`src/rtl/qxm_pkg.sv`:
```
// Shared types and constants for the quad X motor mixer.
// Holds the action and sequencer codes, field offsets and request structs.
// No dependencies.
`timescale 1ns / 1ps

package qxm_pkg;

	typedef enum logic [2:0] {
		ACT_MIX    = 3'd0,
		ACT_FOUR   = 3'd1,
		ACT_ONE    = 3'd2,
		ACT_TEST   = 3'd3,
		ACT_ARM    = 3'd4,
		ACT_DISARM = 3'd5,
		ACT_CLEAR  = 3'd6,
		ACT_READ   = 3'd7
	} action_t;

	typedef enum logic [2:0] {
		ST_IDLE  = 3'd0,
		ST_GAIN  = 3'd1,
		ST_CLAMP = 3'd2,
		ST_DUTY  = 3'd3,
		ST_WRITE = 3'd4,
		ST_TMUL  = 3'd5,
		ST_TDIV  = 3'd6,
		ST_DONE  = 3'd7
	} state_t;

	typedef logic [0:0] cfg_idx_t;
	localparam cfg_idx_t REG_RESOLUTION = 1'b0;
	localparam cfg_idx_t REG_GAIN       = 1'b1;

	localparam int CFG_W     = 16;
	localparam int RES_REG_W = 4;
	localparam int RES_W     = 5;
	localparam logic [RES_REG_W-1:0] RES_RESET  = 4'd8;
	localparam logic [CFG_W-1:0]     GAIN_RESET = 16'd4428;

	// Input word layout
	localparam int VAL_W       = 16;
	localparam int IDX_W       = 3;
	localparam int PCT_W       = 7;
	localparam int ACT_W       = 3;
	localparam int OFS_THRUST  = 0;
	localparam int OFS_ROLL    = 16;
	localparam int OFS_PITCH   = 32;
	localparam int OFS_YAW     = 48;
	localparam int OFS_DUTY0   = 64;
	localparam int OFS_INDEX   = 128;
	localparam int OFS_SINGLE  = 131;
	localparam int OFS_PCT     = 147;
	localparam int IN_USED_W   = 154;
	localparam int IN_TDATA_W  = 160;

	// Arithmetic
	localparam int MUL_W       = 25;
	localparam int PROD_W      = 2 * MUL_W;
	localparam int GAIN_SHIFT  = 16;
	localparam int SUM_W       = 18;
	localparam int RAW_W       = 19;
	localparam int VAL_MAX_W   = 17;
	localparam int PROD_IN_W   = 23;
	localparam int RECIP_SHIFT = 30;
	localparam logic [23:0]      RECIP   = 24'd10737419;  // ceil(2^30 / 100)
	localparam logic [PCT_W-1:0] PCT_MAX = 7'd100;

	typedef struct packed {
		logic                    en;
		logic signed [MUL_W-1:0] a;
		logic signed [MUL_W-1:0] b;
	} mul_req_t;

	typedef struct packed {
		logic                 wr;
		logic                 clr;
		logic [1:0]           motor;
		logic [VAL_MAX_W-1:0] value;
	} stat_req_t;

endpackage

```
`src/rtl/qxm_mul.sv`:
```
// Shared signed multiplier of the mixer, registered at its output.
// Depends on qxm_pkg for the request struct and operand width.
`timescale 1ns / 1ps

module qxm_mul (
	input  logic                                clk,
	input  qxm_pkg::mul_req_t                   req,
	output logic signed [qxm_pkg::PROD_W-1:0]   prod
);

	logic signed [qxm_pkg::PROD_W-1:0] prod_q;

	always_ff @(posedge clk) begin
		if (req.en) begin
			prod_q <= req.a * req.b;
		end
	end

	assign prod = prod_q;

endmodule

```
`src/rtl/qxm_stats.sv`:
```
// Per-motor usage statistics: minimum, maximum, saturating sum and count.
// Depends on qxm_pkg for the update request struct.
`timescale 1ns / 1ps

module qxm_stats #(
	parameter int FRAC_BITS   = 12,
	parameter int COUNT_WIDTH = 32
) (
	input  logic                            clk,
	input  logic                            arst_n,
	input  qxm_pkg::stat_req_t              req,
	output logic [FRAC_BITS:0]              rd_min,
	output logic [FRAC_BITS:0]              rd_max,
	output logic [COUNT_WIDTH+FRAC_BITS-1:0] rd_total,
	output logic [COUNT_WIDTH-1:0]          rd_samples
);

	localparam int V_W = FRAC_BITS + 1;
	localparam int T_W = COUNT_WIDTH + FRAC_BITS;
	localparam logic [T_W-1:0] SUM_MAX = {{COUNT_WIDTH{1'b1}}, {FRAC_BITS{1'b0}}};

	logic [V_W-1:0]         min_q [4];
	logic [V_W-1:0]         max_q [4];
	logic [T_W-1:0]         sum_q [4];
	logic [COUNT_WIDTH-1:0] cnt_q [4];

	logic [V_W-1:0]         v;
	logic [T_W:0]           sum_ext;
	logic [T_W-1:0]         sum_nx;
	logic [COUNT_WIDTH-1:0] cnt_nx;
	logic [V_W-1:0]         min_nx;
	logic [V_W-1:0]         max_nx;
	logic                   first;

	always_comb begin
		v       = req.value[V_W-1:0];
		first   = (cnt_q[req.motor] == '0);
		sum_ext = {1'b0, sum_q[req.motor]} + (T_W+1)'(v);
		sum_nx  = (sum_ext > {1'b0, SUM_MAX}) ? SUM_MAX : sum_ext[T_W-1:0];
		cnt_nx  = (&cnt_q[req.motor]) ? cnt_q[req.motor] : cnt_q[req.motor] + 1'b1;
		min_nx  = (first || v < min_q[req.motor]) ? v : min_q[req.motor];
		max_nx  = (first || v > max_q[req.motor]) ? v : max_q[req.motor];
	end

	always_ff @(posedge clk or negedge arst_n) begin
		if (!arst_n) begin
			for (int i = 0; i < 4; i++) begin
				min_q[i] <= '0;
				max_q[i] <= '0;
				sum_q[i] <= '0;
				cnt_q[i] <= '0;
			end
		end else if (req.clr) begin
			for (int i = 0; i < 4; i++) begin
				min_q[i] <= '0;
				max_q[i] <= '0;
				sum_q[i] <= '0;
				cnt_q[i] <= '0;
			end
		end else if (req.wr) begin
			min_q[req.motor] <= min_nx;
			max_q[req.motor] <= max_nx;
			sum_q[req.motor] <= sum_nx;
			cnt_q[req.motor] <= cnt_nx;
		end
	end

	assign rd_min     = min_q[req.motor];
	assign rd_max     = max_q[req.motor];
	assign rd_total   = sum_q[req.motor];
	assign rd_samples = cnt_q[req.motor];

endmodule

```
`src/rtl/quad_x_motor_mixer_pwm_core.sv`:
```
// Top level of the quad X motor mixer: stream channels, sequencer, duty words.
// Depends on qxm_pkg, qxm_mul (shared multiplier) and qxm_stats (statistics).
`timescale 1ns / 1ps

// Usage
//  Input channel s_*: one command word per handshake; s_tuser carries the
//  action code, s_tdata the operands. Output channel m_*: one result word per
//  command; m_tuser is the status flag (0 done, 1 ignored).
//  Configuration: cfg_wen writes cfg_wdata into register cfg_index (0 duty
//  resolution, 1 mixer gain) at the clock edge; write only while idle.
//  Sequencing: the sequencer walks the single shared multiplier once or twice
//  per motor. Mix takes four steps a motor: gain product, clamp, duty product,
//  write; four duties and one motor skip the gain product; test runs a level
//  product, a divide product and a write; arm, disarm, clear, read and ignored
//  commands go straight to the finish step, where the result is registered.
//  s_tready is high only while the sequencer is idle; a new command is taken
//  while the previous result still waits in the output register.
//  Receiver stall: a finished result is held in its sequencer step until the
//  output register is free, so nothing is lost; the input stays closed then.
//  Reset: disarmed, all duty words and statistics zero, resolution 8, gain
//  4428, output register empty.

module quad_x_motor_mixer_pwm_core #(
	parameter int FRAC_BITS      = 12,
	parameter int MAX_RESOLUTION = 14,
	parameter int COUNT_WIDTH    = 32,
	localparam int OUT_BITS = 4 * MAX_RESOLUTION + 5 + 2 * (FRAC_BITS + 1)
	                        + 2 * COUNT_WIDTH + FRAC_BITS,
	localparam int OUT_W    = ((OUT_BITS + 7) / 8) * 8
) (
	input  logic                               clk,
	input  logic                               arst_n,
	// configuration write port
	input  logic                               cfg_wen,
	input  qxm_pkg::cfg_idx_t                  cfg_index,
	input  logic [qxm_pkg::CFG_W-1:0]          cfg_wdata,
	// command stream
	input  logic                               s_tvalid,
	output logic                               s_tready,
	// s_tdata, low bit up: thrust, roll, pitch, yaw, duty_front_right,
	// duty_rear_right, duty_rear_left, duty_front_left, motor_index,
	// single_value, motor_test_level, zero fill
	input  logic [qxm_pkg::IN_TDATA_W-1:0]     s_tdata,
	// s_tuser: action
	input  logic [qxm_pkg::ACT_W-1:0]          s_tuser,
	// result stream
	output logic                               m_tvalid,
	input  logic                               m_tready,
	// m_tdata, low bit up: pwm_front_right, pwm_rear_right, pwm_rear_left,
	// pwm_front_left, updated_mask, armed_flag, stat_minimum, stat_maximum,
	// stat_total, stat_samples, zero fill
	output logic [OUT_W-1:0]                   m_tdata,
	// m_tuser: status
	output logic                               m_tuser
);

	localparam int V_W  = FRAC_BITS + 1;
	localparam int T_W  = COUNT_WIDTH + FRAC_BITS;
	localparam int MR   = MAX_RESOLUTION;
	localparam int FS_W = MAX_RESOLUTION + 1;
	localparam logic signed [qxm_pkg::RAW_W-1:0] ONE_Q =
		qxm_pkg::RAW_W'(1) << FRAC_BITS;

	qxm_pkg::state_t  state_q, state_nx;
	qxm_pkg::action_t action_q, act_in;

	logic [qxm_pkg::RES_REG_W-1:0]  res_q;
	logic [qxm_pkg::CFG_W-1:0]      gain_q;
	logic                           armed_q;
	logic [MR-1:0]                  duty_q [4];
	logic [qxm_pkg::IN_USED_W-1:0]  item_q;
	logic [1:0]                     motor_q;
	logic                           status_q;
	logic [3:0]                     mask_q;
	logic [V_W-1:0]                 v_q;
	logic                           m_tvalid_q;
	logic [OUT_W-1:0]               m_tdata_q;
	logic                           m_tuser_q;

	qxm_pkg::mul_req_t  mul_req;
	qxm_pkg::stat_req_t stat_req;
	logic signed [qxm_pkg::PROD_W-1:0] prod;

	logic [FRAC_BITS:0]       st_min, st_max;
	logic [T_W-1:0]           st_total;
	logic [COUNT_WIDTH-1:0]   st_samples;

	logic                           accept, out_free, ignore_in, more;
	logic [qxm_pkg::IDX_W-1:0]      idx_in;
	logic [qxm_pkg::RES_W-1:0]      res_eff;
	logic [FS_W-1:0]                fs_full;
	logic [MR-1:0]                  fs;
	logic signed [qxm_pkg::VAL_W-1:0] thrust, roll, pitch, yaw, direct;
	logic signed [qxm_pkg::SUM_W-1:0] sum_sel, gterm;
	logic signed [qxm_pkg::RAW_W-1:0] raw;
	logic [V_W-1:0]                 v_clamp;
	logic [qxm_pkg::PCT_W-1:0]      pct, pct_c;
	logic [MR-1:0]                  duty_new;
	logic                           show_stats;
	logic [OUT_W-1:0]               out_word;

	qxm_mul u_mul (
		.clk  (clk),
		.req  (mul_req),
		.prod (prod)
	);

	qxm_stats #(
		.FRAC_BITS   (FRAC_BITS),
		.COUNT_WIDTH (COUNT_WIDTH)
	) u_stats (
		.clk        (clk),
		.arst_n     (arst_n),
		.req        (stat_req),
		.rd_min     (st_min),
		.rd_max     (st_max),
		.rd_total   (st_total),
		.rd_samples (st_samples)
	);

	// Decode of the incoming word and of the latched operands
	always_comb begin
		act_in    = qxm_pkg::action_t'(s_tuser);
		idx_in    = s_tdata[qxm_pkg::OFS_INDEX +: qxm_pkg::IDX_W];
		ignore_in = 1'b0;
		case (act_in)
			qxm_pkg::ACT_MIX, qxm_pkg::ACT_FOUR: ignore_in = !armed_q;
			qxm_pkg::ACT_ONE:                    ignore_in = !armed_q || idx_in[2];
			qxm_pkg::ACT_TEST, qxm_pkg::ACT_READ: ignore_in = idx_in[2];
			default:                             ignore_in = 1'b0;
		endcase

		thrust = item_q[qxm_pkg::OFS_THRUST +: qxm_pkg::VAL_W];
		roll   = item_q[qxm_pkg::OFS_ROLL   +: qxm_pkg::VAL_W];
		pitch  = item_q[qxm_pkg::OFS_PITCH  +: qxm_pkg::VAL_W];
		yaw    = item_q[qxm_pkg::OFS_YAW    +: qxm_pkg::VAL_W];
		pct    = item_q[qxm_pkg::OFS_PCT    +: qxm_pkg::PCT_W];
		pct_c  = (pct > qxm_pkg::PCT_MAX) ? qxm_pkg::PCT_MAX : pct;

		// X layout: front right, rear right, rear left, front left
		case (motor_q)
			2'd0:    sum_sel = -qxm_pkg::SUM_W'(roll) + qxm_pkg::SUM_W'(pitch)
			                   + qxm_pkg::SUM_W'(yaw);
			2'd1:    sum_sel = -qxm_pkg::SUM_W'(roll) - qxm_pkg::SUM_W'(pitch)
			                   - qxm_pkg::SUM_W'(yaw);
			2'd2:    sum_sel = qxm_pkg::SUM_W'(roll) - qxm_pkg::SUM_W'(pitch)
			                   + qxm_pkg::SUM_W'(yaw);
			default: sum_sel = qxm_pkg::SUM_W'(roll) + qxm_pkg::SUM_W'(pitch)
			                   - qxm_pkg::SUM_W'(yaw);
		endcase

		if (action_q == qxm_pkg::ACT_ONE) begin
			direct = item_q[qxm_pkg::OFS_SINGLE +: qxm_pkg::VAL_W];
		end else begin
			direct = item_q[qxm_pkg::OFS_DUTY0 + qxm_pkg::VAL_W * motor_q +: qxm_pkg::VAL_W];
		end

		// floor shift of the gain product
		gterm = prod[qxm_pkg::GAIN_SHIFT +: qxm_pkg::SUM_W];
		if (action_q == qxm_pkg::ACT_MIX) begin
			raw = qxm_pkg::RAW_W'(thrust) + qxm_pkg::RAW_W'(gterm);
		end else begin
			raw = qxm_pkg::RAW_W'(direct);
		end
		if (raw < 0) begin
			v_clamp = '0;
		end else if (raw > ONE_Q) begin
			v_clamp = ONE_Q[V_W-1:0];
		end else begin
			v_clamp = raw[V_W-1:0];
		end

		// full scale duty from the resolution register
		if (res_q == '0) begin
			res_eff = qxm_pkg::RES_W'(1);
		end else if ({1'b0, res_q} > qxm_pkg::RES_W'(MAX_RESOLUTION)) begin
			res_eff = qxm_pkg::RES_W'(MAX_RESOLUTION);
		end else begin
			res_eff = {1'b0, res_q};
		end
		fs_full = (FS_W'(1) << res_eff) - FS_W'(1);
		fs      = fs_full[MR-1:0];

		if (action_q == qxm_pkg::ACT_TEST) begin
			duty_new = prod[qxm_pkg::RECIP_SHIFT +: MR];
		end else begin
			duty_new = prod[FRAC_BITS +: MR];
		end

		more = (action_q == qxm_pkg::ACT_MIX || action_q == qxm_pkg::ACT_FOUR)
		       && motor_q != 2'd3;

		out_free   = !m_tvalid_q || m_tready;
		show_stats = (action_q == qxm_pkg::ACT_READ) && !status_q;
		out_word   = OUT_W'({
			show_stats ? st_samples : '0,
			show_stats ? st_total   : '0,
			show_stats ? st_max     : '0,
			show_stats ? st_min     : '0,
			armed_q, mask_q,
			duty_q[3], duty_q[2], duty_q[1], duty_q[0]
		});
	end

	// Next state
	always_comb begin
		state_nx = state_q;
		case (state_q)
			qxm_pkg::ST_IDLE: begin
				if (s_tvalid) begin
					if (ignore_in) begin
						state_nx = qxm_pkg::ST_DONE;
					end else begin
						case (act_in)
							qxm_pkg::ACT_MIX:                   state_nx = qxm_pkg::ST_GAIN;
							qxm_pkg::ACT_FOUR, qxm_pkg::ACT_ONE: state_nx = qxm_pkg::ST_CLAMP;
							qxm_pkg::ACT_TEST:                  state_nx = qxm_pkg::ST_TMUL;
							default:                            state_nx = qxm_pkg::ST_DONE;
						endcase
					end
				end
			end
			qxm_pkg::ST_GAIN:  state_nx = qxm_pkg::ST_CLAMP;
			qxm_pkg::ST_CLAMP: state_nx = qxm_pkg::ST_DUTY;
			qxm_pkg::ST_DUTY:  state_nx = qxm_pkg::ST_WRITE;
			qxm_pkg::ST_TMUL:  state_nx = qxm_pkg::ST_TDIV;
			qxm_pkg::ST_TDIV:  state_nx = qxm_pkg::ST_WRITE;
			qxm_pkg::ST_WRITE: begin
				if (!more) begin
					state_nx = qxm_pkg::ST_DONE;
				end else if (action_q == qxm_pkg::ACT_MIX) begin
					state_nx = qxm_pkg::ST_GAIN;
				end else begin
					state_nx = qxm_pkg::ST_CLAMP;
				end
			end
			qxm_pkg::ST_DONE: begin
				if (out_free) begin
					state_nx = qxm_pkg::ST_IDLE;
				end
			end
			default: state_nx = qxm_pkg::ST_IDLE;
		endcase
	end

	// Sequencer outputs: handshake, multiplier operands, statistics update
	always_comb begin
		s_tready       = (state_q == qxm_pkg::ST_IDLE);
		accept         = s_tready && s_tvalid;
		mul_req        = '0;
		stat_req       = '0;
		stat_req.motor = motor_q;
		stat_req.value = qxm_pkg::VAL_MAX_W'(v_q);
		stat_req.clr   = accept && act_in == qxm_pkg::ACT_CLEAR;
		case (state_q)
			qxm_pkg::ST_GAIN: begin
				mul_req.en = 1'b1;
				mul_req.a  = qxm_pkg::MUL_W'(sum_sel);
				mul_req.b  = qxm_pkg::MUL_W'(gain_q);
			end
			qxm_pkg::ST_DUTY: begin
				mul_req.en  = 1'b1;
				mul_req.a   = qxm_pkg::MUL_W'(v_q);
				mul_req.b   = qxm_pkg::MUL_W'(fs);
				stat_req.wr = 1'b1;
			end
			qxm_pkg::ST_TMUL: begin
				mul_req.en = 1'b1;
				mul_req.a  = qxm_pkg::MUL_W'(pct_c);
				mul_req.b  = qxm_pkg::MUL_W'(fs);
			end
			qxm_pkg::ST_TDIV: begin
				// divide by 100 as a product with the scaled reciprocal
				mul_req.en = 1'b1;
				mul_req.a  = qxm_pkg::MUL_W'(prod[qxm_pkg::PROD_IN_W-1:0]);
				mul_req.b  = qxm_pkg::MUL_W'(qxm_pkg::RECIP);
			end
			default: begin
				mul_req.en = 1'b0;
			end
		endcase
	end

	// Control and state registers
	always_ff @(posedge clk or negedge arst_n) begin
		if (!arst_n) begin
			state_q    <= qxm_pkg::ST_IDLE;
			action_q   <= qxm_pkg::ACT_MIX;
			res_q      <= qxm_pkg::RES_RESET;
			gain_q     <= qxm_pkg::GAIN_RESET;
			armed_q    <= 1'b0;
			motor_q    <= '0;
			status_q   <= 1'b0;
			mask_q     <= '0;
			m_tvalid_q <= 1'b0;
			for (int i = 0; i < 4; i++) begin
				duty_q[i] <= '0;
			end
		end else begin
			state_q <= state_nx;

			if (cfg_wen) begin
				case (cfg_index)
					qxm_pkg::REG_RESOLUTION: res_q  <= cfg_wdata[qxm_pkg::RES_REG_W-1:0];
					qxm_pkg::REG_GAIN:       gain_q <= cfg_wdata;
					default:                 gain_q <= gain_q;
				endcase
			end

			if (accept) begin
				action_q <= act_in;
				status_q <= ignore_in;
				// disarm marks every motor, all else starts with an empty mask
				mask_q   <= (act_in == qxm_pkg::ACT_DISARM) ? 4'hF : 4'h0;
				if (act_in == qxm_pkg::ACT_ONE || act_in == qxm_pkg::ACT_TEST
				    || act_in == qxm_pkg::ACT_READ) begin
					motor_q <= idx_in[1:0];
				end else begin
					motor_q <= '0;
				end
				if (act_in == qxm_pkg::ACT_ARM) begin
					armed_q <= 1'b1;
				end
				if (act_in == qxm_pkg::ACT_DISARM) begin
					armed_q <= 1'b0;
					for (int i = 0; i < 4; i++) begin
						duty_q[i] <= '0;
					end
				end
			end

			if (state_q == qxm_pkg::ST_WRITE) begin
				duty_q[motor_q] <= duty_new;
				mask_q[motor_q] <= 1'b1;
				if (more) begin
					motor_q <= motor_q + 2'd1;
				end
			end

			// hold the result until the output register frees
			if (state_q == qxm_pkg::ST_DONE && out_free) begin
				m_tvalid_q <= 1'b1;
			end else if (m_tready) begin
				m_tvalid_q <= 1'b0;
			end
		end
	end

	// Payload registers
	always_ff @(posedge clk) begin
		if (accept) begin
			item_q <= s_tdata[qxm_pkg::IN_USED_W-1:0];
		end
		if (state_q == qxm_pkg::ST_CLAMP) begin
			v_q <= v_clamp;
		end
		if (state_q == qxm_pkg::ST_DONE && out_free) begin
			m_tdata_q <= out_word;
			m_tuser_q <= status_q;
		end
	end

	assign m_tvalid = m_tvalid_q;
	assign m_tdata  = m_tdata_q;
	assign m_tuser  = m_tuser_q;

endmodule
```
`config.mk`:
```
export PLATFORM = sky130hd
export DESIGN_NAME = quad_x_motor_mixer_pwm_core
export DESIGN_NICKNAME = d
export VERILOG_FILES = /design/src/rtl/qxm_pkg.sv /design/src/rtl/qxm_mul.sv /design/src/rtl/qxm_stats.sv /design/src/rtl/quad_x_motor_mixer_pwm_core.sv
export SDC_FILE = /design/constraint.sdc
export NUM_CORES = 2
export LEC_CHECK = 0
export ABC_AREA = 1
export BUFFER_PORTS_ARGS = -buffer_cell sky130_fd_sc_hd__buf_2
export CAP_MARGIN = 20
export CELL_PAD_IN_SITES_DETAIL_PLACEMENT = 1
export CELL_PAD_IN_SITES_GLOBAL_PLACEMENT = 1
export CORE_MARGIN = 2
export CORE_UTILIZATION = 35
export CTS_CLUSTER_SIZE = 25
export DETAILED_ROUTE_END_ITERATION = 10
export HOLD_SLACK_MARGIN = 0.02
export PLACE_DENSITY_LB_ADDON = 0.1
export REMOVE_ABC_BUFFERS = 1
export SYNTH_ARGS = -nofsm -noshare
export SYNTH_HDL_FRONTEND = slang
export SYNTH_SLANG_ARGS = --single-unit
```
`constraint.sdc`:
```
create_clock -name clk -period 12 [get_ports clk]
set_input_delay 0.6 -clock clk [delete_from_list [all_inputs] [get_ports clk]]
set_output_delay 0.6 -clock clk [all_outputs]
set_load 0.05 [all_outputs]
```
# After elaboration in Yosys (flattened, before gate mapping)

Index checks and enable logic that the tools add are counted.

Register bits: 874
Bits of input ports: 185
Output and inout port bits: 171
Logic and storage cells: 200

Add/sub/neg operators: 15
$mul: 1
Magnitude comparators: 11
Eq/ne operators: 23
Shift-type cells: 2
Muxes and demuxes: 72
Bitwise gates (word level): 3
Reductions and logical operators: 37

Operator list:

| operator                                             | number |
|---|---|
| two-way mux 176 bit                                  | 2 |
| two-way mux 128 bit                                  | 2 |
| two-way mux 52 bit                                   | 4 |
| case mux 50 bit (4 select lines)                     | 1 |
| bitwise mux 176 bit                                  | 1 |
| two-way mux 44 bit                                   | 4 |
| two-way mux 56 bit                                   | 3 |
| variable part select 154 x 9 -> 16 bit               | 1 |
| bitwise mux 128 bit                                  | 1 |
| two-way mux 32 bit                                   | 4 |
| bitwise mux 52 bit                                   | 2 |
| two-way mux 13 bit                                   | 8 |
| binary-select mux 44 bit (select 2 bit)              | 1 |
| demux 44 bit (select 2 bit)                          | 1 |
| binary-select mux 32 bit (select 2 bit)              | 1 |
| demux 32 bit (select 2 bit)                          | 1 |
| bitwise mux 56 bit                                   | 1 |
| case mux 18 bit (3 select lines)                     | 1 |
| binary-select mux 13 bit (select 2 bit)              | 2 |
| adder 44 x 13 -> 45 bit                              | 1 |
| > comparator 45 x 44 -> 1 bit, second input constant | 1 |
| multiplier 25 x 25 -> 44 bit                         | 1 |
| adder 18 x 16 -> 18 bit                              | 2 |
| subtractor 18 x 16 -> 18 bit                         | 2 |
| other kinds (56)                                     | 116 |

# Depth between registers and ports, before layout

Depth in word-level cells: 10
Depth in mapped cells: 53
Gate-level depth less buffers: 53

# By module

A second synthesis with hierarchy kept.

Cell total of the unflattened synthesis: 8983
Area, all modules: 72051.6 µm²

By module, submodules not included:

| module                      | instances | cells an instance | area each (µm²) | sequential area each (µm²) |
|---|---|---|---|---|
| qxm_mul                     | 1         | 3378              | 26469.1         | 1501.4 |
| quad_x_motor_mixer_pwm_core | 1         | 2473              | 23139.7         | 12134.1 |
| qxm_stats                   | 1         | 3132              | 22442.8         | 10209.8 |

# Worst setup path after synthesis

Ideal clock, no wire load.

Kind: register to register
Start: register state_q[0]
End: register duty_q[19] in the netlist's numbering
Setup time: 0.135 ns
Arrival time: 10.345 ns
Data required time: 11.865 ns
Path slack: 1.520 ns
Stages on the path, launching flop included: 14
Buffers on the path: 1
Clock period less this slack: 10.480 ns
Path through: dfrtp_1 > nor2_1 > inv_1 > nor2_1 > inv_1 > nor2_1 > inv_1 > nor2_1 > inv_1 > nor3_1 > nor2_1 > clkbuf_1 > nand2_1 > o21ai_0

Cells in the longest elaborated chain, start to end: 5
Elaborated cells between the ends (all ways): 6
Those cells by class: 1 x eq/ne; 3 x mux; 2 x reduce/logical

Ends and longest elaborated chain:

| what                            | line                               | source |
|---|---|---|
| from (decl)                     | quad_x_motor_mixer_pwm_core.sv:64  | `qxm_pkg::state_t state_q, state_nx;` |
| from (signal assigned)          | quad_x_motor_mixer_pwm_core.sv:287 | `state_q <= qxm_pkg::ST_IDLE;` |
| from (signal assigned)          | quad_x_motor_mixer_pwm_core.sv:300 | `state_q <= state_nx;` |
| zero test 3 bit (*)             | quad_x_motor_mixer_pwm_core.sv:248 | `s_tready = (state_q == qxm_pkg::ST_IDLE);` |
| via s_tready                    | quad_x_motor_mixer_pwm_core.sv:39  | `output logic s_tready,` |
| logical AND 1 bit (*)           | quad_x_motor_mixer_pwm_core.sv:249 | `accept = s_tready && s_tvalid;` |
| via accept                      | quad_x_motor_mixer_pwm_core.sv:88  | `logic accept, out_free, ignore_in, more;` |
| two-way mux 56 bit (*)          | quad_x_motor_mixer_pwm_core.sv:310 | `if (accept) begin` |
| bitwise mux 56 bit              | quad_x_motor_mixer_pwm_core.sv:333 | `duty_q[motor_q] <= duty_new;` |
| two-way mux 56 bit (*)          | quad_x_motor_mixer_pwm_core.sv:332 | `if (state_q == qxm_pkg::ST_WRITE) begin` |
| to (signal, indexed assignment) | quad_x_motor_mixer_pwm_core.sv:333 |  |
| to (decl)                       | quad_x_motor_mixer_pwm_core.sv:70  | `logic [MR-1:0] duty_q [4];` |

The timed path passes the listed nets; every way through them passes the cells marked *.
A chain may end at the register's enable or synchronous reset.

# Final worst setup path

Start: register item_q[16] in the netlist's numbering
End: register u_mul.prod_q, in the netlist u_mul.prod[40] (data pin)

Cells in the longest elaborated chain, start to end: 6
Elaborated cells between the ends (all ways): 12
Those cells by class: 9 x add/sub; 1 x mul; 2 x mux

Ends and longest elaborated chain:

| what                                                                           | line                                                                   | source |
|---|---|---|
| from (decl)                                                                    | quad_x_motor_mixer_pwm_core.sv:71                                      | `logic [qxm_pkg::IN_USED_W-1:0] item_q;` |
| from (signal assigned)                                                         | quad_x_motor_mixer_pwm_core.sv:352                                     | `item_q <= s_tdata[qxm_pkg::IN_USED_W-1:0];` |
| negation 16 -> 18 bit                                                          | quad_x_motor_mixer_pwm_core.sv:142, quad_x_motor_mixer_pwm_core.sv:144 |  |
| subtractor 18 x 16 -> 18 bit / adder 18 x 16 -> 18 bit (equally long branches) | quad_x_motor_mixer_pwm_core.sv:144, quad_x_motor_mixer_pwm_core.sv:142 |  |
| subtractor 18 x 16 -> 18 bit / adder 18 x 16 -> 18 bit (equally long branches) | quad_x_motor_mixer_pwm_core.sv:145, quad_x_motor_mixer_pwm_core.sv:143 |  |
| case mux 18 bit (3 select lines) (*)                                           | quad_x_motor_mixer_pwm_core.sv:141                                     | `case (motor_q)` |
| case mux 50 bit (4 select lines) (*)                                           | quad_x_motor_mixer_pwm_core.sv:255                                     | `case (state_q)` |
| multiplier 25 x 25 -> 44 bit (*)                                               | qxm_mul.sv:15                                                          | `prod_q <= req.a * req.b;` |
| to (signal assigned)                                                           | qxm_mul.sv:15                                                          |  |
| to (decl)                                                                      | qxm_mul.sv:11                                                          | `logic signed [qxm_pkg::PROD_W-1:0] prod_q;` |

Every way passes the cells marked *; elsewhere a longest branch is shown, timed or not.

==> metrics <==
most instantiated cells after synthesis=1922 x nand2_1, 1233 x inv_1, 578 x nor2_1; GRT Total Usage=25.46%; met2 wire len=118.5 mm; # DRC=0; data arrival time of the critical path=11.73 ns; DRT iter0 DRCs=3473; area grow syn2layout=15.10%; # IOs=356; Final Power=25.01 mW; via count=53300; Warnings, synthesis=0; Max clock buf depth=3; post-synthesis sequential area ratio=36.65%; Final Hold Vio Count=0; vias in the first global route=57580; asr flop ratio synth=57.29%; post-synthesis register bit count=871; metal3 WL=7.568 mm; Bufs and invs on worst path=10; port bufs=344; die area=187900 um^2; Synth area leader=dfrtp_1; M1 WL=104.0 mm; CTS tree=built; drt pass-1 iters=7; Slowest cell on crit path=fa_1; Clock Skew=0.03543 ns; die width=433.5 um; area share of the largest cell type after synthesis=19.11%; die height=433.5 um; final wirelength=238.1 mm; synth top area cells=dfrtp_1 19%, edfxtp_1 17%, fa_1 17%, nand2_1 11%, inv_1 7.2%; Syn Inst Count=7530; clock sinks=871; Antenna Nets Post-Route=0; maxcap violations=0; Setup CP Type=reg2reg; Clk Latency, worst-skew pair=0.76 ns; Starting Density=35.23%; most frequent cell after synthesis=nand2_1; layout net count=9016; largest net degree at the start of global routing=159; Row Count=157; Worst path max stage delay=0.58 ns; Post-Place Cells=10200; Final HPWL DP=177.0 mm; antenna violations before repair=8; crit end category=register; Hold WC Path Type=in2reg; first-pass GRT wire length=361.6 mm; Non-Filler Instances=10550; worst-margin pin slew=1.097 ns; RSZ-0062 raised after global routing=false; highest routed layer=met4; Post-synth top flop=dfrtp_1; number of flops mapped to enable cells by yosys=372; syn avg cell area=8.575 um^2; Core Footprint=183300 um^2; Pleak=35.70 nW; Via density=5.053; Slew HR=26.67%; DR WL/cell=22.57 um; Max FO, Critical Path=40; Slew Viols, Final=0; H-tree Lvls=3; fmax=88.81 MHz; CTS clock-pin slew for the worst setup and hold paths=0.06 ns; setup violators final=0; Root Driver=clkbuf_16; WP data required=12.47 ns; CTS buffer count=103; min Tclk post-route=11.26 ns; PwrDens=336.6 nW/um^2; placer congestion estimate=0.8872; post-synth cell types=72; Fillers=21660; Overflow after GRT=0; mapped cell area=64570 um^2; final setup TNS=0 ns; CP delay by family, top=adder cells; Startpoint Class=register; layout cell share with drive strength beyond 1=9.683%; status=finished, final reports clean; final worst path period share=93.83%; Worst IR Drop VDD=171.0 uV
[where the power goes]
part	internal, mW	switching [mW]
combinational	5.25	11.3
sequential	4.55	0.680
clock	1.90	1.37
[registers in the layout, indices dropped and copies added, names as in the netlist, 3 cells and up]
signal	cells
action_q	3
duty_q	56
gain_q	16
item_q	151
m_tdata	163
mask_q	4
res_q	4
state_q	3
u_mul.prod	44
u_stats.cnt_q	128
u_stats.max_q	52
u_stats.min_q	52
u_stats.sum_q	176
v_q	13
[layer usage]
layer / track usage (%) / up-vias
met4: 8.260 / 0
met5: 0 / -
met2: 44.84 / 1034
met3: 2.270 / 300
met1: 32.82 / 27130
li1: - / 24840
[worst reg2reg max path: cells and delay by family (launching register included)]
| family | cells | cell delay [ns] |
|---|---|---|
| AOI/OAI and AO/OA | 5 | 0.89 |
| xor gates and xnor gates | 2 | 0.40 |
| and+or+nand+nor | 21 | 3.25 |
| buffers and inverters | 10 | 1.04 |
| DFF | 1 | 0.39 |
| adders and majority gates | 11 | 5.03 |
[placed cells by master, fill, tap and decap left out, drive strengths merged, types with 10 or more instances in the layout]
| cell type | instances |
|---|---|
| nand3 | 402 |
| ha | 304 |
| xor2 | 88 |
| clkbuf | 139 |
| a32oi | 18 |
| nand4 | 96 |
| fa | 540 |
| edfxtp | 372 |
| inv | 1251 |
| nand3b | 10 |
| a21oi | 388 |
| nor2 | 599 |
| clkinv | 45 |
| dfrtp | 493 |
| buf | 479 |
| o21ai | 425 |
| nand2 | 1935 |
| dlygate4sd3 | 139 |
| xnor2 | 29 |
| bufinv | 10 |
| o22ai | 28 |
| nor3 | 41 |
| a21o | 20 |
| a22o | 87 |
[stage by stage]
stage	hold slack, ns	area [um^2]	util (%)	worst slack, ns
after floorplan	0.3044	63300	-	-2.380
after global placement	0.4313	69290	37.80	0.4499
after detailed placement	0.4335	69320	37.82	0.2671
after CTS	0.02064	74180	40.48	0.2566
after global routing	0.02977	74320	40.55	0.08294
final	0.06367	74320	40.55	0.7406
[repair_timing]
item / in CTS / in global routing
setup buffers: 0 / 0
hold endpoints to repair: 229 / 0
endpoints found under the setup margin: 0 / 19
gates resized for setup: 0 / 7
hold buffers: 139 / 0
[final timing paths]
path	from	depth (start not counted)	to	slack [ns]
max	item_q[16]	49	u_mul.prod[40]	0.74
min	s_tdata[153]	1	item_q[153]	0.06
max reg2reg	item_q[16]	49	u_mul.prod[40]	0.74
min reg2reg	duty_q[25]	0	m_tdata[39]	0.44
max in group asynchronous	arst_n	4	duty_q[44]	9.18
min in group asynchronous	arst_n	2	u_stats.cnt_q[117]	0.49
[layout make-up]
cell class | count | area (um^2) | share of cell area, %
antenna | 8 | 20.02 | 0.02694
clock inverter | 55 | 595.6 | 0.8013
timing repair buffer | 618 | 4279 | 5.757
inverter | 1255 | 4721 | 6.352
sequential | 871 | 23670 | 31.85
multi-input combinational | 5138 | 35080 | 47.19
clock buffer | 139 | 2877 | 3.870
tap | 2464 | 3083 | 4.148
[cell families (layout without fill, tap and decap cells)]
group / after synthesis / in the layout / share of synthesized area [%]
AO/OA/AOI/OAI: 1039 / 1039 / 9.169
XOR/XNOR: 118 / 118 / 1.633
adder cells (fa/ha/maj): 844 / 844 / 22.63
buffers and inverters: 1528 / 2067 / 9.316
flip-flops: 871 / 871 / 36.65
multiplexers: 17 / 17 / 0.2790
other: 2 / 17 / 0.01163
AND/OR/NAND/NOR: 3111 / 3111 / 20.31
No activity file was read; power rests on OpenSTA's default activity.
